===== config.mk =====
export PLATFORM = sky130hd
export DESIGN_NAME = lcd_mode_line_timer_flat
export DESIGN_NICKNAME = d
export VERILOG_FILES = /design/src/rtl/core/lcd_mlt_pkg.sv /design/src/rtl/core/lcd_mlt_in_if.sv /design/src/rtl/core/lcd_mlt_out_if.sv /design/src/rtl/core/lcd_mlt_step.sv /design/src/rtl/core/lcd_mlt_obuf.sv /design/src/rtl/core/lcd_mode_line_timer.sv /design/src/flat_wrapper.sv
export SDC_FILE = /design/constraint.sdc
export NUM_CORES = 1
export LEC_CHECK = 0
export CAP_MARGIN = 5
export CORE_ASPECT_RATIO = 0.7
export CORE_MARGIN = 1.5
export CORE_UTILIZATION = 50
export CTS_BUF_LIST = sky130_fd_sc_hd__clkbuf_8
export CTS_CLUSTER_SIZE = 8
export DETAILED_ROUTE_END_ITERATION = 12
export DONT_BUFFER_PORTS = 1
export PLACE_DENSITY = 0.68
export SLEW_MARGIN = 20
export SYNTH_ARGS = -nofsm -noshare
export SYNTH_HDL_FRONTEND = slang
export SYNTH_SLANG_ARGS = --single-unit

===== constraint.sdc =====
create_clock -name clk -period 5 [get_ports clk]
set_clock_uncertainty 0.05 [all_clocks]
set_input_delay 0.75 -clock clk [delete_from_list [all_inputs] [get_ports clk]]
set_output_delay 0.75 -clock clk [all_outputs]
set_load 0.01 [all_outputs]

===== src/rtl/core/lcd_mlt_pkg.sv =====
// shared types and constants for the lcd mode and line timer
// no dependencies

package lcd_mlt_pkg;

    // phase codes, equal to the lcd mode reported on the result channel
    typedef enum logic [1:0] {
        MODE_HBLANK = 2'd0,
        MODE_VBLANK = 2'd1,
        MODE_SCAN   = 2'd2,
        MODE_DRAW   = 2'd3
    } phase_t;

    localparam int unsigned CFG_DATA_W  = 10;
    localparam int unsigned CFG_INDEX_W = 3;
    localparam int unsigned LEN_W       = 10;
    localparam int unsigned ACC_W       = 16;
    localparam int unsigned LINE_W      = 8;
    localparam int unsigned ELAPSED_W   = 8;

    // register indexes of the configuration port
    localparam logic [CFG_INDEX_W-1:0] REG_LINE_COMPARE  = 3'd0;
    localparam logic [CFG_INDEX_W-1:0] REG_HBLANK_IRQ_EN = 3'd1;
    localparam logic [CFG_INDEX_W-1:0] REG_COMPARE_IRQ_EN = 3'd2;
    localparam logic [CFG_INDEX_W-1:0] REG_SCAN_CYCLES   = 3'd3;
    localparam logic [CFG_INDEX_W-1:0] REG_DRAW_CYCLES   = 3'd4;
    localparam logic [CFG_INDEX_W-1:0] REG_HBLANK_CYCLES = 3'd5;
    localparam logic [CFG_INDEX_W-1:0] REG_VBLANK_CYCLES = 3'd6;

    // reset lengths of the phases
    localparam logic [LEN_W-1:0] SCAN_CYCLES_RST   = 10'd80;
    localparam logic [LEN_W-1:0] DRAW_CYCLES_RST   = 10'd172;
    localparam logic [LEN_W-1:0] HBLANK_CYCLES_RST = 10'd204;
    localparam logic [LEN_W-1:0] VBLANK_CYCLES_RST = 10'd456;

    // frame geometry
    localparam logic [LINE_W-1:0] VISIBLE_LINES = 8'd144;
    localparam logic [LINE_W-1:0] LAST_LINE     = 8'd153;

    typedef struct packed {
        logic [LINE_W-1:0] line_compare;
        logic              hblank_irq_enable;
        logic              compare_irq_enable;
        logic [LEN_W-1:0]  scan_phase_cycles;
        logic [LEN_W-1:0]  draw_phase_cycles;
        logic [LEN_W-1:0]  hblank_phase_cycles;
        logic [LEN_W-1:0]  vblank_line_cycles;
    } cfg_t;

    typedef struct packed {
        phase_t            phase;
        logic [ACC_W-1:0]  cycle_accumulator;
        logic [LINE_W-1:0] line_counter;
        logic              frame_ready_flag;
        logic              coincidence_bit;
    } state_t;

    typedef struct packed {
        logic [1:0]        lcd_mode;
        logic [LINE_W-1:0] current_line;
        logic              render_pulse;
        logic [LINE_W-1:0] rendered_line;
        logic              lcd_irq;
        logic              vblank_irq;
        logic              coincidence_flag;
        logic              frame_ready;
    } result_t;

endpackage


===== src/rtl/core/lcd_mlt_in_if.sv =====
// input channel: valid/ready handshake carrying the elapsed cycle count
// no dependencies

interface lcd_mlt_in_if;
    logic       valid;
    logic       ready;
    logic [7:0] elapsed_cycles;

    modport source (output valid, output elapsed_cycles, input ready);
    modport sink   (input valid, input elapsed_cycles, output ready);
endinterface


===== src/rtl/core/lcd_mlt_out_if.sv =====
// result channel: valid/ready handshake carrying mode, line and interrupt pulses
// no dependencies

interface lcd_mlt_out_if;
    logic       valid;
    logic       ready;
    logic [1:0] lcd_mode;
    logic [7:0] current_line;
    logic       render_pulse;
    logic [7:0] rendered_line;
    logic       lcd_irq;
    logic       vblank_irq;
    logic       coincidence_flag;
    logic       frame_ready;

    modport source (
        output valid, output lcd_mode, output current_line, output render_pulse,
        output rendered_line, output lcd_irq, output vblank_irq,
        output coincidence_flag, output frame_ready, input ready
    );
    modport sink (
        input valid, input lcd_mode, input current_line, input render_pulse,
        input rendered_line, input lcd_irq, input vblank_irq,
        input coincidence_flag, input frame_ready, output ready
    );
endinterface


===== src/rtl/core/lcd_mlt_step.sv =====
// next-state and result logic for one transfer of the lcd mode and line timer
// depends on lcd_mlt_pkg

module lcd_mlt_step
    import lcd_mlt_pkg::*;
(
    input  cfg_t                 cfg,
    input  state_t               state,
    input  logic [ELAPSED_W-1:0] elapsed_cycles,
    output state_t               state_next,
    output result_t              result
);

    logic [ACC_W:0]    acc_sum;
    logic [ACC_W-1:0]  acc_sat;
    logic [LEN_W-1:0]  need;
    logic              take;
    logic [ACC_W-1:0]  acc_left;
    logic [LINE_W-1:0] line_inc;
    logic              coinc;

    // saturating accumulate, then the length of the current phase
    assign acc_sum = {1'b0, state.cycle_accumulator} + (ACC_W + 1)'(elapsed_cycles);
    assign acc_sat = acc_sum[ACC_W] ? {ACC_W{1'b1}} : acc_sum[ACC_W-1:0];

    always_comb
    begin
        case (state.phase)
            MODE_SCAN:   need = cfg.scan_phase_cycles;
            MODE_DRAW:   need = cfg.draw_phase_cycles;
            MODE_HBLANK: need = cfg.hblank_phase_cycles;
            default:     need = cfg.vblank_line_cycles;
        endcase
    end

    assign take     = acc_sat >= ACC_W'(need);
    assign acc_left = take ? (acc_sat - ACC_W'(need)) : acc_sat;
    assign line_inc = state.line_counter + 8'd1;
    assign coinc    = (state.line_counter == cfg.line_compare);

    always_comb
    begin
        state_next                   = state;
        state_next.cycle_accumulator = acc_left;
        result                       = '0;

        case (state.phase)
            MODE_SCAN:
            begin
                if (take)
                begin
                    state_next.phase = MODE_DRAW;
                end
            end
            MODE_DRAW:
            begin
                if (take)
                begin
                    result.render_pulse        = 1'b1;
                    result.rendered_line       = state.line_counter;
                    state_next.line_counter    = line_inc;
                    state_next.phase           = MODE_HBLANK;
                    state_next.coincidence_bit = coinc;
                    result.lcd_irq = cfg.hblank_irq_enable | (coinc & cfg.compare_irq_enable);
                end
            end
            MODE_HBLANK:
            begin
                if (take)
                begin
                    if (state.line_counter == VISIBLE_LINES)
                    begin
                        state_next.frame_ready_flag = 1'b1;
                        state_next.phase            = MODE_VBLANK;
                        result.vblank_irq           = 1'b1;
                    end
                    else
                    begin
                        state_next.phase = MODE_SCAN;
                    end
                end
            end
            default:
            begin
                state_next.frame_ready_flag = 1'b0;
                if (take)
                begin
                    if (line_inc == LAST_LINE)
                    begin
                        state_next.line_counter = '0;
                        state_next.phase        = MODE_SCAN;
                    end
                    else
                    begin
                        state_next.line_counter = line_inc;
                    end
                end
            end
        endcase

        result.lcd_mode         = state_next.phase;
        result.current_line     = state_next.line_counter;
        result.coincidence_flag = state_next.coincidence_bit;
        result.frame_ready      = state_next.frame_ready_flag;
    end

endmodule


===== src/rtl/core/lcd_mlt_obuf.sv =====
// two-entry result buffer: output register plus skid register, registered ready
// depends on lcd_mlt_pkg

module lcd_mlt_obuf
    import lcd_mlt_pkg::*;
(
    input  logic    clk,
    input  logic    rst_n,
    input  logic    push,
    input  result_t push_data,
    output logic    push_ready,
    output logic    out_valid,
    input  logic    out_ready,
    output result_t out_data
);

    logic    main_valid_reg;
    logic    main_valid_next;
    logic    skid_valid_reg;
    logic    skid_valid_next;
    result_t main_data_reg;
    result_t main_data_next;
    result_t skid_data_reg;
    result_t skid_data_next;
    logic    pop;

    assign pop        = main_valid_reg & out_ready;
    assign push_ready = ~skid_valid_reg;
    assign out_valid  = main_valid_reg;
    assign out_data   = main_data_reg;

    always_comb
    begin
        main_valid_next = main_valid_reg;
        skid_valid_next = skid_valid_reg;
        main_data_next  = main_data_reg;
        skid_data_next  = skid_data_reg;
        if (!main_valid_reg || pop)
        begin
            if (skid_valid_reg)
            begin
                main_valid_next = 1'b1;
                main_data_next  = skid_data_reg;
                skid_valid_next = 1'b0;
            end
            else
            begin
                main_valid_next = push;
                main_data_next  = push_data;
            end
        end
        else if (push)
        begin
            skid_valid_next = 1'b1;
            skid_data_next  = push_data;
        end
    end

    always_ff @(posedge clk or negedge rst_n)
    begin
        if (!rst_n)
        begin
            main_valid_reg <= 1'b0;
            skid_valid_reg <= 1'b0;
        end
        else
        begin
            main_valid_reg <= main_valid_next;
            skid_valid_reg <= skid_valid_next;
        end
    end

    always_ff @(posedge clk)
    begin
        main_data_reg <= main_data_next;
        skid_data_reg <= skid_data_next;
    end

endmodule


===== src/rtl/core/lcd_mode_line_timer.sv =====
// top level of the lcd mode and line timer: configuration registers, timing state
// depends on lcd_mlt_pkg, lcd_mlt_in_if, lcd_mlt_out_if, lcd_mlt_step, lcd_mlt_obuf

// Tracks the LCD controller's mode (OAM scan, drawing, horizontal blank,
// vertical blank) and the current line from a stream of elapsed machine-cycle
// counts. Every transfer on in_ch adds its count to a saturating 16-bit
// accumulator and makes at most one mode change; exactly one result transfer
// on out_ch follows, carrying the mode and line after the step plus the render,
// LCD-interrupt and vblank-interrupt pulses of that step. Throughput is one
// transfer per clock unless stalled: the step is one pass of combinational
// logic that updates the timing state at the input edge. Results queue in a
// two-entry buffer (output register plus skid register), so in_ch.ready stays
// high while a single result waits and only drops once two results are
// pending. Configuration is written through cfg_we/cfg_index/cfg_data while
// the block is idle (the user's duty, left unchecked); index values above 6
// are ignored. Phase lengths of zero make a phase end on every step.

module lcd_mode_line_timer
    import lcd_mlt_pkg::*;
(
    input  logic                   clk,
    input  logic                   rst_n,
    input  logic                   cfg_we,
    input  logic [CFG_INDEX_W-1:0] cfg_index,
    input  logic [CFG_DATA_W-1:0]  cfg_data,
    lcd_mlt_in_if.sink             in_ch,
    lcd_mlt_out_if.source          out_ch
);

    cfg_t    cfg_reg;
    cfg_t    cfg_next;
    state_t  state_reg;
    state_t  state_next;
    state_t  step_state;
    result_t step_result;
    result_t out_data;
    logic    in_xfer;

    // an item is taken whenever the result buffer has a free slot
    assign in_xfer = in_ch.valid & in_ch.ready;

    // configuration register writes
    always_comb
    begin
        cfg_next = cfg_reg;
        if (cfg_we)
        begin
            case (cfg_index)
                REG_LINE_COMPARE:   cfg_next.line_compare        = cfg_data[LINE_W-1:0];
                REG_HBLANK_IRQ_EN:  cfg_next.hblank_irq_enable   = cfg_data[0];
                REG_COMPARE_IRQ_EN: cfg_next.compare_irq_enable  = cfg_data[0];
                REG_SCAN_CYCLES:    cfg_next.scan_phase_cycles   = cfg_data[LEN_W-1:0];
                REG_DRAW_CYCLES:    cfg_next.draw_phase_cycles   = cfg_data[LEN_W-1:0];
                REG_HBLANK_CYCLES:  cfg_next.hblank_phase_cycles = cfg_data[LEN_W-1:0];
                REG_VBLANK_CYCLES:  cfg_next.vblank_line_cycles  = cfg_data[LEN_W-1:0];
                default:            cfg_next = cfg_reg;
            endcase
        end
    end

    always_ff @(posedge clk or negedge rst_n)
    begin
        if (!rst_n)
        begin
            cfg_reg.line_compare        <= '0;
            cfg_reg.hblank_irq_enable   <= 1'b0;
            cfg_reg.compare_irq_enable  <= 1'b0;
            cfg_reg.scan_phase_cycles   <= SCAN_CYCLES_RST;
            cfg_reg.draw_phase_cycles   <= DRAW_CYCLES_RST;
            cfg_reg.hblank_phase_cycles <= HBLANK_CYCLES_RST;
            cfg_reg.vblank_line_cycles  <= VBLANK_CYCLES_RST;
        end
        else
        begin
            cfg_reg <= cfg_next;
        end
    end

    // one step of the mode/line timing per transfer
    lcd_mlt_step u_step (
        .cfg            (cfg_reg),
        .state          (state_reg),
        .elapsed_cycles (in_ch.elapsed_cycles),
        .state_next     (step_state),
        .result         (step_result)
    );

    // timing state only moves on an input transfer
    assign state_next = in_xfer ? step_state : state_reg;

    always_ff @(posedge clk or negedge rst_n)
    begin
        if (!rst_n)
        begin
            state_reg.phase             <= MODE_SCAN;
            state_reg.cycle_accumulator <= '0;
            state_reg.line_counter      <= '0;
            state_reg.frame_ready_flag  <= 1'b0;
            state_reg.coincidence_bit   <= 1'b0;
        end
        else
        begin
            state_reg <= state_next;
        end
    end

    // result register and skid slot toward out_ch
    lcd_mlt_obuf u_obuf (
        .clk        (clk),
        .rst_n      (rst_n),
        .push       (in_xfer),
        .push_data  (step_result),
        .push_ready (in_ch.ready),
        .out_valid  (out_ch.valid),
        .out_ready  (out_ch.ready),
        .out_data   (out_data)
    );

    assign out_ch.lcd_mode         = out_data.lcd_mode;
    assign out_ch.current_line     = out_data.current_line;
    assign out_ch.render_pulse     = out_data.render_pulse;
    assign out_ch.rendered_line    = out_data.rendered_line;
    assign out_ch.lcd_irq          = out_data.lcd_irq;
    assign out_ch.vblank_irq       = out_data.vblank_irq;
    assign out_ch.coincidence_flag = out_data.coincidence_flag;
    assign out_ch.frame_ready      = out_data.frame_ready;

endmodule


===== src/flat_wrapper.sv =====
// flat-port wrapper written by rule: the top's interface ports become plain ports
module lcd_mode_line_timer_flat import lcd_mlt_pkg::*;
  (clk, rst_n, cfg_we, cfg_index, cfg_data, in_ch_valid, in_ch_elapsed_cycles, in_ch_ready, out_ch_valid, out_ch_lcd_mode, out_ch_current_line, out_ch_render_pulse, out_ch_rendered_line, out_ch_lcd_irq, out_ch_vblank_irq, out_ch_coincidence_flag, out_ch_frame_ready, out_ch_ready);
  lcd_mlt_in_if in_ch_i ();
  lcd_mlt_out_if out_ch_i ();
  input  logic clk;
  input  logic rst_n;
  input  logic cfg_we;
  input  logic [CFG_INDEX_W-1:0] cfg_index;
  input  logic [CFG_DATA_W-1:0] cfg_data;
  input wire logic [$bits(in_ch_i.valid)-1:0] in_ch_valid;
  input wire logic [$bits(in_ch_i.elapsed_cycles)-1:0] in_ch_elapsed_cycles;
  output wire logic [$bits(in_ch_i.ready)-1:0] in_ch_ready;
  output wire logic [$bits(out_ch_i.valid)-1:0] out_ch_valid;
  output wire logic [$bits(out_ch_i.lcd_mode)-1:0] out_ch_lcd_mode;
  output wire logic [$bits(out_ch_i.current_line)-1:0] out_ch_current_line;
  output wire logic [$bits(out_ch_i.render_pulse)-1:0] out_ch_render_pulse;
  output wire logic [$bits(out_ch_i.rendered_line)-1:0] out_ch_rendered_line;
  output wire logic [$bits(out_ch_i.lcd_irq)-1:0] out_ch_lcd_irq;
  output wire logic [$bits(out_ch_i.vblank_irq)-1:0] out_ch_vblank_irq;
  output wire logic [$bits(out_ch_i.coincidence_flag)-1:0] out_ch_coincidence_flag;
  output wire logic [$bits(out_ch_i.frame_ready)-1:0] out_ch_frame_ready;
  input wire logic [$bits(out_ch_i.ready)-1:0] out_ch_ready;
  assign in_ch_i.valid = in_ch_valid;
  assign in_ch_i.elapsed_cycles = in_ch_elapsed_cycles;
  assign in_ch_ready = in_ch_i.ready;
  assign out_ch_valid = out_ch_i.valid;
  assign out_ch_lcd_mode = out_ch_i.lcd_mode;
  assign out_ch_current_line = out_ch_i.current_line;
  assign out_ch_render_pulse = out_ch_i.render_pulse;
  assign out_ch_rendered_line = out_ch_i.rendered_line;
  assign out_ch_lcd_irq = out_ch_i.lcd_irq;
  assign out_ch_vblank_irq = out_ch_i.vblank_irq;
  assign out_ch_coincidence_flag = out_ch_i.coincidence_flag;
  assign out_ch_frame_ready = out_ch_i.frame_ready;
  assign out_ch_i.ready = out_ch_ready;
  lcd_mode_line_timer u_core (.clk(clk), .rst_n(rst_n), .cfg_we(cfg_we), .cfg_index(cfg_index), .cfg_data(cfg_data), .in_ch(in_ch_i), .out_ch(out_ch_i));
endmodule

# Word-level counts from Yosys, hierarchy flattened
# Index checks and enable logic that the tools add are counted.
[word_totals] inputBits=26 reg_bits=126 output_inout_bits=25 elab_cells=94
[op_classes] n_lt_le_gt_ge=1 bitwise_logic=6 muxes=28 reduce_logical=15 eq_ne=11 addsub=3
[op_table] operator="$mux 16" n=2
[op_table] operator="$pmux 10 s3" n=1
[op_table] operator="$mux 8" n=3
[op_table] operator="$mux 23" n=1
[op_table] operator="$mux 10" n=2
[op_table] operator="$add 16x8->17" n=1
[op_table] operator="$eq 8x8->1 const B" n=2
[op_table] operator="$ge 16x10->1" n=1
[op_table] operator="$pmux 8 s2" n=1
[op_table] operator="$reduce_and 2->1" n=8
[op_table] operator="$sub 16x10->16" n=1
[op_table] operator="$mux 2" n=6
[op_table] operator="$mux 1" n=10
[op_table] operator="$eq 3x3->1 const B" n=3
[op_table] operator="$add 8x1->8 const B" n=1
[op_table] operator="$eq 8x8->1" n=1
[op_table] operator="$eq 3x2->1 const B" n=2
[op_table] operator="$pmux 2 s3" n=1
[op_table] operator="$eq 2x2->1 const B" n=2
[op_table] operator="$reduce_or 2->1" n=2
[op_table] operator="$and 1x1->1" n=3
[op_table] operator="$eq 3x1->1 const B" n=1
[op_table] operator="$logic_not 3->1" n=1
[op_table] operator="$logic_not 2->1" n=1
[op_table] operator="6 further kinds" n=7

# Depth between registers and ports, before layout
# Gate-level depths: netlist of the first run.
[logic_depth] ltp_word=6 ltp_mapped=22 depth_no_buf=20

# Modules after synthesis
# A second synthesis of the first run with hierarchy kept.
[unflattened] hier_cells=561 area_unflattened_um2=7129.3
[by_module_without_submodules] mod="lcd_mode_line_timer" seq_area_each_um2=1970.6 cells_per_inst=172 area_per_inst_um2=2981.6 instances=1
[by_module_without_submodules] mod="lcd_mlt_step" seq_area_each_um2=0.0 cells_per_inst=308 area_per_inst_um2=2309.7 instances=1
[by_module_without_submodules] mod="lcd_mlt_obuf" seq_area_each_um2=1431.4 cells_per_inst=81 area_per_inst_um2=1838.0 instances=1

# Worst setup path before layout of the first run
# Ideal clock, no wire load.
[synth_timing] path_kind="input to register" startpoint="in in_ch_elapsed_cycles[0]" endpoint="reg u_core.u_obuf.main_data_reg, in the netlist u_core.u_obuf.out_data[13] (data pin)" arrival_time_ns=5.138 setup_time_ns=0.256 slack_ns=-0.444 stages=22 path_buffers=2 required_ns=4.694 cell_sequence="ha_1 -> fa_1 -> a211oi_1 -> o211ai_2 -> and3_4 -> and2_0 -> clkbuf_1 -> a21oi_1 -> ha_1 -> inv_1 -> fa_1 -> a21o_1 -> nand4_1 -> nand4b_1 -> a21oi_1 -> o21ai_1 -> nor2_8 -> inv_2 -> buf_2 -> ha_1 -> a22o_1 -> a31o_2"
[synth_between] elab_chain_cells=6 elab_cells_between_ends=7 cone_classes="1 x add/sub; 1 x order compare; 5 x mux"
[synth_lines] item="start, declared" line="flat_wrapper.sv:12" text="input wire logic [$bits(in_ch_i.elapsed_cycles)-1:0] in_ch_elapsed_cycles;"
[synth_lines] item="$add 16x8->17 *" line="lcd_mlt_step.sv:23" text="assign acc_sum = {1'b0, state.cycle_accumulator} + (ACC_W + 1)'(elapsed_cycles);"
[synth_lines] item="$mux 16 *" line="lcd_mlt_step.sv:24" text="assign acc_sat = acc_sum[ACC_W] ? {ACC_W{1'b1}} : acc_sum[ACC_W-1:0];"
[synth_lines] item="$ge 16x10->1 *" line="lcd_mlt_step.sv:36" text="assign take = acc_sat >= ACC_W'(need);"
[synth_lines] item="$mux 8, on equally long branches" line="lcd_mlt_step.sv:86, lcd_mlt_step.sv:57"
[synth_lines] item="$pmux 8 s2 *" line="lcd_mlt_step.sv:47" text="case (state.phase)"
[synth_lines] item="$mux 23 *" line="lcd_mlt_obuf.sv:40" text="if (skid_valid_reg)"
[synth_lines] item="end signal, assigned" line="lcd_mlt_obuf.sv:75" text="main_data_reg <= main_data_next;"
[synth_lines] item="end, declared" line="lcd_mlt_obuf.sv:21" text="result_t main_data_reg;"
# Mark *: on every way between the ends. The rest lies on a longest branch, timed or not.
# A chain may end at the register's enable or synchronous reset.

# Worst setup path in the final report of the first run
[layout_timing] startpoint="reg u_core.state_reg[10] (netlist bit)" endpoint="reg u_core.u_obuf.main_data_reg, in the netlist u_core.u_obuf.out_data[13] (data pin)"
[layout_between] elab_chain_cells=6 elab_cells_between_ends=7 cone_classes="1 x add/sub; 1 x order compare; 5 x mux"
[layout_lines] item="start, declared" line="lcd_mode_line_timer.sv:32" text="state_t state_reg;"
[layout_lines] item="start signal, assigned" line="lcd_mode_line_timer.sv:103" text="state_reg <= state_next;"
[layout_lines] item="$add 16x8->17 *" line="lcd_mlt_step.sv:23"
[layout_lines] item="$mux 16 *" line="lcd_mlt_step.sv:24"
[layout_lines] item="$ge 16x10->1 *" line="lcd_mlt_step.sv:36"
[layout_lines] item="$mux 8, on equally long branches" line="lcd_mlt_step.sv:86, lcd_mlt_step.sv:57"
[layout_lines] item="$pmux 8 s2 *" line="lcd_mlt_step.sv:47"
[layout_lines] item="$mux 23 *" line="lcd_mlt_obuf.sv:40"
# Marked as above.

==> results of run 1 <==
-- routing by layer --
layer | up-vias | part of all wire | global-route usage
met5 | - | 0 | 0
met4 | 0 | 0.012 | 0.06750
met3 | 22 | 0.079 | 0.05885
met2 | 183 | 0.43 | 0.3388
met1 | 2482 | 0.48 | 0.3425
li1 | 2287 | - | -
-- worst max-delay path by stage --
stage / start / to / cells past startpoint
global route: u_core.state_reg[10] / u_core.u_obuf.out_data[13] / 20
floorplan: in_ch_elapsed_cycles[0] / u_core.u_obuf.out_data[13] / 22
finish: u_core.state_reg[10] / u_core.u_obuf.out_data[13] / 20
global placement: in_ch_elapsed_cycles[0] / u_core.u_obuf.out_data[13] / 20
detailed placement: in_ch_elapsed_cycles[0] / u_core.u_obuf.out_data[13] / 20
CTS: u_core.state_reg[10] / u_core.u_obuf.out_data[13] / 20
-- layout make-up --
type                       instances  area share
clock buffer                      19     0.03359
multi-input combinational        442      0.4552
tap                              190     0.03054
inverter                          21     0.01045
sequential                       126      0.4370
clock inverter                    13     0.01623
timing repair buffer              15     0.01704
-- logic make-up (layout without fill, tap and decap cells) --
kind of cell             Yosys count  after routing  synth area share
AND/OR/NAND/NOR                  175            175            0.1254
XOR/XNOR                          33             33           0.04075
flip-flops                       126            126            0.4796
AO/OA/AOI/OAI                    122            122            0.1207
multiplexers                      89             89            0.1607
buffers and inverters             53             68           0.03016
adder cells (fa/ha/maj)           23             23           0.04269
-- synth_stat cells, types with 2 or more instances --
library cell | number | area share
o211ai_1 | 6 | 0.0063
nand2b_1 | 8 | 0.0071
o31ai_1 | 7 | 0.0074
a32oi_1 | 2 | 0.0025
nand3_1 | 15 | 0.011
buf_2 | 6 | 0.0042
mux2_2 | 70 | 0.11
a31oi_1 | 7 | 0.0062
o41ai_1 | 2 | 0.0025
nor2_1 | 35 | 0.019
inv_1 | 20 | 0.011
o32ai_1 | 2 | 0.0025
nand2_1 | 57 | 0.030
ha_1 | 21 | 0.037
nand4_1 | 11 | 0.0097
a21o_1 | 5 | 0.0053
a21oi_1 | 33 | 0.023
xnor2_1 | 26 | 0.032
edfxtp_1 | 46 | 0.19
o2111ai_1 | 2 | 0.0025
a21oi_4 | 2 | 0.0046
fa_1 | 2 | 0.0056
xor2_1 | 7 | 0.0086
o21a_1 | 4 | 0.0042
a211oi_1 | 6 | 0.0063
nand4b_1 | 4 | 0.0049
dfrtp_1 | 65 | 0.23
nor2b_1 | 5 | 0.0044
o21ai_0 | 21 | 0.015
and3_1 | 6 | 0.0053
o211ai_2 | 2 | 0.0035
buf_1 | 4 | 0.0021
mux2i_1 | 3 | 0.0042
nor3b_1 | 3 | 0.0032
or3_1 | 4 | 0.0035
clkbuf_1 | 21 | 0.011
o21bai_1 | 2 | 0.0021
mux2_4 | 4 | 0.0085
nor3_1 | 13 | 0.0092
a22o_1 | 6 | 0.0074
mux4_2 | 10 | 0.032
and2_1 | 5 | 0.0044
dfstp_2 | 15 | 0.056
-- power by group --
part / switching (mW) / leakage [nW] / internal (mW)
registers: 0.304 / 1.40 / 1.37
clock network: 0.464 / 0.200 / 0.431
logic: 1.59 / 1.48 / 1.21
-- cell usage in the layout, fill, tap and decap left out, types with 13 or more instances in the layout --
| cell | n |
|---|---|
| clkbuf_8 | 19 |
| nor3_1 | 13 |
| xnor2_1 | 26 |
| o21ai_0 | 21 |
| inv_1 | 19 |
| ha_1 | 18 |
| dfrtp_1 | 65 |
| nand2_1 | 56 |
| mux2_2 | 70 |
| edfxtp_1 | 46 |
| nor2_1 | 34 |
| buf_4 | 14 |
| nand3_1 | 14 |
| dfstp_2 | 15 |
| a21oi_1 | 31 |
-- stage by stage --
step | util | area, sq um
after global routing | 0.5611 | 7785
after global placement | 0.5312 | 7370
after detailed placement | 0.5312 | 7370
after CTS | 0.5611 | 7785
after floorplan | - | 7167
final | 0.5611 | 7785
==> flow_summary_export.csv, run 1 <==
group,metric,value,unit
die,rows,36,
power_and_ir_drop,p_total,5.378,mW
global_route,grt_max_degree,66,
drt,dr_total_vias,4974,
setup_path,crit_family,"compound AO/OA/AOI/OAI gates",
setup_path,criticalPathCategory,"reg -> reg",
setup_path,worst_setup_path_end_kind,"register",
drt,drcViolationCount,0,
global_route,grt_pass1_vias,4772,
clock_network,numClockSinks,126,
clock_network,cts_setup_buffers,0,
setup_path,cpPeakStageDelay,420,ps
logic_synthesis,syn-cell-area,0.007093,sq mm
clock_network,cts_buffers,17,
die,core_area,0.01387,sq mm
drt,firstDrtPassIters,5,
sta,setup_ws,223.6,ps
placement,dpl_worst_slack,-47.52,ps
clock_network,htreeDepth,4,
clock_network,cts_tree,"built",
logic_synthesis,synth_cell_type_count,69,
clock_network,cts_hold_buf,1,
setup_path,crit_path_top_delay_cell,"dfrtp_1",
power_and_ir_drop,pwr_density_cell,690.8,mW/mm^2
setup_path,cp_data_required_time,5150,ps
cells_and_area,nets,672,
global_route,overflow,0,
cells_and_area,final_cells,826,
setup_path,cp_max_fo,18,
logic_synthesis,synth-seq-area-share,0.4796,
sta,slew-limit-headroom,0.2749,
flow_run,maxCapViolCount,0,
sta,setup_viol,0,
logic_synthesis,syn_inst,621,
clock_network,clkLatencyLatePin,440,ps
sta,drv_slew,0,
die,dieWidth,145.4,um
logic_synthesis,ys_async_sr_fraction,0.6349,
drt,via_per_inst,6.022,
die,chipHeight,102.7,um
drt,drt_iter0_markers,445,
logic_synthesis,syn_nets,670,
die,ios,51,
sta,finalCriticalPeriod,4776,ps
placement,globalplace.congestion,0.9067,
die,dieArea,0.01492,sq mm
logic_synthesis,synth_edf_count,46,
setup_path,rr_endpoint,"u_core.u_obuf.out_data[13]",
cells_and_area,largest_reg_flops,50,
placement,io_buffers,0,
sta,finalCritPeriodShare,0.9553,
placement,dp_hpwl,11490,um
cells_and_area,drive_above_1_share,0.2799,
cells_and_area,seq_area,0.003402,sq mm
die,start_util,0.5113,
sta,rsz0062_at_grt,"false",
logic_synthesis,syn_area_per_cell,11.42,sq um
logic_synthesis,synth_flop_cell,"dfrtp_1",
cells_and_area,multi_input_area,0.003543,sq mm
clock_network,path_clk_slew,90,ps
setup_path,start_kind,"register",
setup_path,path_cells,"ha_4 -> fa_2 -> a211oi_2 -> o211ai_2 -> and3_4 -> and2_0 -> a21oi_2 -> ha_2 -> inv_2 -> fa_2 -> a21o_1 -> nand4_1 -> nand4b_1 -> a21oi_2 -> o21ai_4 -> nor2_8 -> inv_4 -> ha_4 -> a22o_1 -> a31o_2",
sta,worst_hold_slack,99.59,ps
clock_network,cts_buffer_depth,2,
sta,hold_viol_final,0,
logic_synthesis,yosysWarnings,0,
run_status,outcome,"finished clean",
power_and_ir_drop,peakVddDrop,299.9,uV
cells_and_area,antenna_cells,0,
setup_path,worst-path-buf-inv,2,
drt,wl,16480,um
logic_synthesis,ys_ff_latch,126,
sta,worst_pin_slew,1079,ps
clock_network,cts_resized,0,
drt,ant_nets,0,
drt,wl_per_cell,19.96,um
setup_path,r2r_slack,220,ps
global_route,antenna_found_initial,0,
global_route,grt_util_all_layers,0.2323,
clock_network,clockRootBuffer,"clkbuf_8",
setup_path,critPathArrivalTime,4920,ps
sta,clock.fmax,209.4,MHz
cells_and_area,fillerInstances,1191,
cells_and_area,areaGrowthSynthToFinish,9.755,%
placement,dp_cells,793,
global_route,grt_pass1_wl,26480,um
min_path,holdCritPathClass,"in -> async",
setup_path,r2r-start,"u_core.state_reg[10]",
power_and_ir_drop,p_leak,3.082,nW
setup_path,reg2regPathDepth,20,
sta,finalSetupTns,0,ps
Power figures use the tool's default switching activity.
==> run 2: changes to the inputs <==
Settings changed: ABC_AREA from default to 1, SYNTH_HIERARCHICAL from default to 1.
Clock period 5 ns to 3.9 ns, I/O delays scaled along.
==> flow_summary_export.csv, run 2 <==
group,metric,value,unit
sta,hold_viol_final,0,
logic_synthesis,synth_top_area_cell,"nand2_1",
sta,finalCriticalPeriod,3661,ps
clock_network,htreeDepth,4,
power_and_ir_drop,p_total,8.075,mW
sta,finalSetupTns,0,ps
cells_and_area,final_cell_mix,"nand2_1, nand3_1, inv_1",
power_and_ir_drop,internal_power,4.409,mW
sta,worst_hold_slack,157.3,ps
cells_and_area,seq_area,0.003403,sq mm
drt,drt_iter0_markers,628,
cells_and_area,areaGrowthSynthToFinish,16.24,%
logic_synthesis,synthTopCellsByArea,"nand2_1, dfrtp_1, edfxtp_1",
die,core_area,0.01472,sq mm
min_path,holdCritPathClass,"in -> reg",
clock_network,clkLatencyLatePin,450,ps
logic_synthesis,synth-seq-area-share,0.4515,
logic_synthesis,synth_flop_cell,"dfrtp_1",
cells_and_area,largest_reg_flops,50,
clock_network,cts_buffers,17,
sta,setup_ws,239.0,ps
power_and_ir_drop,netSwitchingPower,3.666,mW
drt,wl_per_cell,15.36,um
cells_and_area,antenna_cells,0,
clock_network,path_clk_slew,90,ps
global_route,grt_max_degree,81,
setup_path,criticalPathCategory,"reg -> reg",
placement,dpl_worst_slack,-103.6,ps
placement,dp_hpwl,13640,um
sta,worst_pin_slew,936.9,ps
die,dieWidth,149.7,um
die,start_util,0.5118,
placement,io_buffers,0,
logic_synthesis,syn_inst,983,
logic_synthesis,synth_edf_count,46,
power_and_ir_drop,clockPowerShare,0.139,
drt,wl,19070,um
die,ios,51,
drt,drcViolationCount,0,
setup_path,critPathArrivalTime,3820,ps
cells_and_area,nets,1083,
setup_path,r2r_slack,240,ps
logic_synthesis,synth_top_cells_by_count,"nand2_1, nand3_1, inv_1",
logic_synthesis,ys_ff_latch,126,
logic_synthesis,syn_nets,1032,
setup_path,cp_max_fo,6,
power_and_ir_drop,p_leak,4.312,nW
sta,slew-limit-headroom,0.3754,
cells_and_area,layout_commonest_cell,"nand2_1",
sta,finalCritPeriodShare,0.9387,
power_and_ir_drop,comb_power_share,0.603,
clock_network,numClockSinks,126,
power_and_ir_drop,pwr-share-seq,0.259,
clock_network,cts_tree,"built",
logic_synthesis,netlist.area_leader.share,0.2187,
sta,drv_slew,0,
sta,setup_viol,0,
setup_path,cp_data_required_time,4060,ps
setup_path,reg2regPathDepth,23,
run_status,outcome,"finished clean",
setup_path,worst_setup_path_end_kind,"register",
power_and_ir_drop,swShare,0.4539,
sta,clock.fmax,273.2,MHz
flow_run,maxCapViolCount,0,
logic_synthesis,syn_area_per_cell,7.665,sq um
logic_synthesis,syn-cell-area,0.007535,sq mm
setup_path,rr_endpoint,"u_core/u_obuf/out_data[13]",
power_and_ir_drop,peakVddDrop,412.4,uV
global_route,overflow,0,
logic_synthesis,synth_most_common_cell,"nand2_1",
min_path,min_from,"cfg_data[7]",
logic_synthesis,yosysWarnings,6,
drt,ant_nets,0,
drt,via_per_inst,5.197,
global_route,grt_pass1_wl,30540,um
cells_and_area,final_core_util,0.5949,
clock_network,cts_buffer_depth,2,
min_path,hold_path_end,"u_core/cfg_reg[17]",
setup_path,start_kind,"register",
placement,globalplace.congestion,0.9303,
setup_path,r2r-start,"u_core/state_reg[10]",
drt,dr_total_vias,6455,
clock_network,clockRootBuffer,"clkbuf_8",
min_path,hold_path_depth,2,
global_route,grt_pass1_vias,5839,
cells_and_area,fillerInstances,1354,
global_route,grt_util_all_layers,0.2512,
logic_synthesis,ys_async_sr_fraction,0.6349,
drt,firstDrtPassIters,6,
logic_synthesis,synth_cell_type_count,44,
cells_and_area,multi_input_area,0.003854,sq mm
die,dieArea,0.01583,sq mm
die,chipHeight,105.7,um
global_route,antenna_found_initial,0,
cells_and_area,drive_above_1_share,0.2111,
die,rows,37,
power_and_ir_drop,pwr_density_cell,922.0,mW/mm^2
==> run 2: cell count changes in the layout (fill, tap and decap cells not counted), sizes merged, moves of 8 or more <==
cell,delta
or2,+11
mux4,-10
xnor2,-16
a21oi,-22
nand2,+407
nand3,+68
mux2,-74
buf,+50
o21ai,+18
nor2,+20
nand2b,-8
o211ai,-8
inv,+62
==> run 2: layout make-up <==
class                   instances  area share
flip-flops and latches        126      0.3886
inverters                      82     0.03671
repair buffers                 67     0.06343
well taps                     195     0.02786
clock inverters                15     0.01671
clock buffers                  17     0.02671
multi-input cells             740      0.4400
==> run 2: how the worst max path moves through the flow <==
stage	to	cells past startpoint	slack (ps)	from
2_1_floorplan	u_core/u_obuf/out_data[13]	29	-240	in_ch_elapsed_cycles[0]
3_3_place_gp	u_core/u_obuf/out_data[21]	26	-50	in_ch_elapsed_cycles[3]
3_5_place_dp	u_core/u_obuf/out_data[16]	27	-100	in_ch_elapsed_cycles[0]
4_1_cts	u_core/u_obuf/out_data[16]	27	10	u_core/state_reg[10]
5_1_grt	u_core/u_obuf/out_data[13]	27	-50	u_core/state_reg[10]
6_report	u_core/u_obuf/out_data[13]	23	240	u_core/state_reg[10]
==> run 2: critical path: stages (launching register included) <==
cell     delay [ps]
dfrtp_1         410
ha_4            180
buf_4           120
buf_4           120
nand3_1          70
nand3_1         110
buf_4           170
xor2_1          160
or2_4           280
ha_4            250
or2_1           240
nand3_2          90
nand2_2          60
a21oi_2         120
nand4_1         130
nor2_4          140
nand2_4         100
ha_4            250
nand2_1          60
o21ai_1          60
inv_1            80
nand2_2          80
nand2_2          50
nand2_1          50
==> run 2: per-stage QoR <==
step | cells | area [sq um]
5_1_grt | 1242 | 8758
2_1_floorplan | 983 | 7671
4_1_cts | 1235 | 8484
3_5_place_dp | 1201 | 8066
6_report | 1242 | 8758
3_3_place_gp | 1201 | 8066
==> run 2: power by group through the flow <==
stage	combinational [mW]	sequential (mW)	clock, mW
final	4.87	2.09	1.12
after global routing	5.42	2.13	1.20
after detailed placement	4.38	2.09	0
after floorplan	3.14	1.99	0
after CTS	4.42	2.07	1.15
after global placement	4.35	2.09	0
==> run 2: metal layers <==
layer / track usage / vias up / wire (um)
met5: 0 / - / 0
met3: 0.05974 / 16 / 1353
met4: 0.06583 / 0 / 148
met1: 0.3927 / 3024 / 9691
li1: - / 3216 / -
met2: 0.3423 / 199 / 7881
==> run 2: cell families after synthesis <==
kind of cell    count (synthesis)  synth area share
buf+inv                       117           0.07755
xor+xnor                       23           0.02673
compound gates                 60           0.04268
flops                         126            0.4515
simple gates                  634            0.3613
fa+ha+maj                      23           0.04019
==> run 2: timing repair <==
| action | in CTS | in global routing |
|---|---|---|
| endpoints found under the setup margin | 0 | 59 |
| hold endpoints to repair | 80 | 0 |
| hold buffers | 2 | 0 |
| resized for setup | 0 | 35 |
| buffers inserted | 0 | 6 |
==> run 3: changes to the inputs <==
Settings changed: ABC_AREA 1 to default.
==> flow_summary_export.csv, run 3 <==
group,metric,value,unit
clock_network,htreeDepth,4,
logic_synthesis,yosysWarnings,6,
cells_and_area,final_cell_mix,"buf_4, mux2_2, dfrtp_1",
die,start_util,0.5122,
drt,wl_per_cell,20.21,um
die,core_area,0.01392,sq mm
logic_synthesis,synth_top_cells_by_count,"mux2_2, dfrtp_1, edfxtp_1",
logic_synthesis,syn_area_per_cell,12.71,sq um
global_route,overflow,0,
drt,wl,16980,um
setup_path,cpPeakStageDelay,420,ps
setup_path,criticalPathCategory,"reg -> reg",
logic_synthesis,synth-seq-area-share,0.4772,
power_and_ir_drop,comb_power_share,0.629,
die,dieWidth,145.7,um
global_route,antenna_found_initial,1,
power_and_ir_drop,peakVddDrop,554.3,uV
sta,finalCritPeriodShare,1.172,
placement,io_buffers,0,
placement,globalplace.congestion,0.9061,
drt,via_per_inst,5.757,
sta,slew-limit-headroom,0.5396,
logic_synthesis,syn-cell-area,0.007129,sq mm
clock_network,path_clk_slew,80,ps
logic_synthesis,synth_flop_cell,"dfrtp_1",
drt,drt_iter0_markers,375,
global_route,grt_util_all_layers,0.2315,
drt,drcViolationCount,0,
cells_and_area,final_cells,840,
clock_network,clkLatencyLatePin,440,ps
setup_path,start_kind,"register",
power_and_ir_drop,pwr_density_cell,1083,mW/mm^2
setup_path,worst-path-buf-inv,1,
setup_path,path_cells,"ha_4 -> fa_2 -> a211oi_2 -> o211ai_1 -> o21ai_2 -> nor3_4 -> or2_4 -> ha_4 -> or3_4 -> or2_1 -> o221a_2 -> o31a_1 -> nand2b_4 -> nor2_4 -> inv_2 -> ha_4 -> nand2_4 -> o2111ai_4 -> mux2_4",
cells_and_area,fillerInstances,1042,
die,chipHeight,102.9,um
run_status,outcome,"finished with violations",
power_and_ir_drop,p_total,9.404,mW
cells_and_area,seq_area,0.003402,sq mm
placement,dp_hpwl,11770,um
sta,clock.fmax,218.8,MHz
global_route,grt_max_degree,81,
setup_path,worst_setup_path_end_kind,"register",
die,rows,36,
logic_synthesis,synth_top_area_cell,"dfrtp_1",
setup_path,r2r-start,"u_core/state_reg[10]",
logic_synthesis,synth_cell_type_count,65,
logic_synthesis,syn_nets,610,
run_status,violations,"negative setup slack",
logic_synthesis,ys_ff_latch,126,
power_and_ir_drop,swShare,0.3858,
sta,setup_viol,74,
setup_path,cp_data_required_time,4040,ps
logic_synthesis,syn_inst,561,
clock_network,cts_buffers,17,
placement,dp_cells,794,
cells_and_area,layout_commonest_cell,"buf_4",
power_and_ir_drop,internal_power,5.776,mW
logic_synthesis,synthTopCellsByArea,"dfrtp_1, edfxtp_1, mux2_2",
die,ios,51,
setup_path,cpMostUsedCell,"ha_4",
cells_and_area,largest_reg_flops,50,
clock_network,clockRootBuffer,"clkbuf_8",
sta,worst_pin_slew,687.0,ps
sta,drv_slew,0,
setup_path,cp_max_fo,5,
logic_synthesis,synth_most_common_cell,"mux2_2",
setup_path,crit_path_top_delay_cell,"dfrtp_1",
logic_synthesis,synth_edf_count,46,
cells_and_area,areaGrowthSynthToFinish,21.78,%
min_path,holdCritPathClass,"in -> reg",
power_and_ir_drop,p_leak,3.664,nW
sta,setup_ws,-670.3,ps
cells_and_area,drive_above_1_share,0.4792,
drt,ant_nets,0,
logic_synthesis,netlist.area_leader.share,0.2282,
power_and_ir_drop,pwr-share-seq,0.229,
global_route,grt_pass1_vias,4860,
sta,finalCriticalPeriod,4570,ps
clock_network,cts_tree,"built",
power_and_ir_drop,netSwitchingPower,3.628,mW
sta,rsz0062_at_grt,"true",
cells_and_area,nets,685,
placement,dpl_worst_slack,-874.2,ps
clock_network,numClockSinks,126,
drt,dr_total_vias,4836,
setup_path,crit_family,"simple AND/OR/NAND/NOR gates",
die,dieArea,0.01500,sq mm
logic_synthesis,ys_async_sr_fraction,0.6349,
flow_run,maxCapViolCount,0,
sta,hold_viol_final,0,
min_path,min_from,"cfg_data[1]",
drt,firstDrtPassIters,5,
global_route,grt_pass1_wl,26480,um
setup_path,crit_start,"u_core/state_reg[10]",
setup_path,critPathArrivalTime,4710,ps
clock_network,cts_buffer_depth,2,
cells_and_area,multi_input_area,0.003729,sq mm
power_and_ir_drop,clockPowerShare,0.142,
run 3: cell types whose count changed after synthesis, sizes merged, moves of 21 or more:
| cell | delta |
|---|---|
| inv | -59 |
| mux2 | +110 |
| nand2 | -441 |
| nand3 | -75 |
| nor2 | -34 |
| o21ai | -21 |
run 3: layer usage:
layer | track usage | wire [um]
met5 | 0 | 0
met4 | 0.07300 | 187
met3 | 0.06018 | 916
met2 | 0.3623 | 7710
met1 | 0.3191 | 8160
run 3: final cells by class:
type / count / area share
Multi-Input combinational cell: 376 / 0.4295
Clock buffer: 18 / 0.02853
Antenna cell: 1 / 0.0002882
Sequential cell: 126 / 0.3918
Clock inverter: 14 / 0.02493
Timing Repair Buffer: 93 / 0.08805
Inverter: 22 / 0.009511
Tap cell: 190 / 0.02738
run 3: path summary, 6_finish.rpt:
check | cells after the start | slack (ps) | to
setup reg to reg | 19 | -670 | u_core/u_obuf/out_data[13]
max in group asynchronous | 2 | 2710 | u_core/cfg_reg[34]
min in group asynchronous | 2 | 730 | u_core/u_obuf/out_valid
hold / removal | 1 | 240 | u_core/cfg_reg[1]
hold reg to reg | 1 | 460 | u_core/cfg_reg[10]
setup / recovery | 19 | -670 | u_core/u_obuf/out_data[13]
run 3: power groups by stage:
| stage | logic (mW) | registers, mW | clock network, mW |
|---|---|---|---|
| finish | 5.91 | 2.15 | 1.34 |
| global route | 6.35 | 2.20 | 1.41 |
| CTS | 5.41 | 2.15 | 1.36 |
| detailed placement | 5.10 | 2.18 | 0 |
| global placement | 4.98 | 2.15 | 0 |
| floorplan | 3.58 | 2.02 | 0 |
run 3: per-stage QoR:
stage	area (sq um)	utilization	TNS, ps	hold slack [ps]
finish	8682	0.6238	-33550	238.7
global route	8682	0.6238	-46260	206.0
CTS	8502	0.6108	-31520	212.9
detailed placement	7830	0.5626	-48120	242.5
global placement	7830	0.5626	-41370	243.5
floorplan	7258	-	-41280	239.4
run 3: kinds of logic after synthesis:
kind of cell	count (synthesis)	synth area share
xor gates and xnor gates	30	0.03685
AOI/OAI and AO/OA	84	0.08056
muxes	124	0.2225
DFF	126	0.4772
adders and majority gates	23	0.04247
buffers and inverters	59	0.04580
and+or+nand+nor	115	0.09460
run 3: repair_timing:
item | 4_1_cts | 5_1_grt
buffers inserted | 5 | 7
setup endpoints to repair | 74 | 74
endpoints found under the hold margin | 80 | 0
gates cloned | 0 | 1
resized for setup | 26 | 22
pin swaps | 10 | 6
hold buffers | 2 | 0
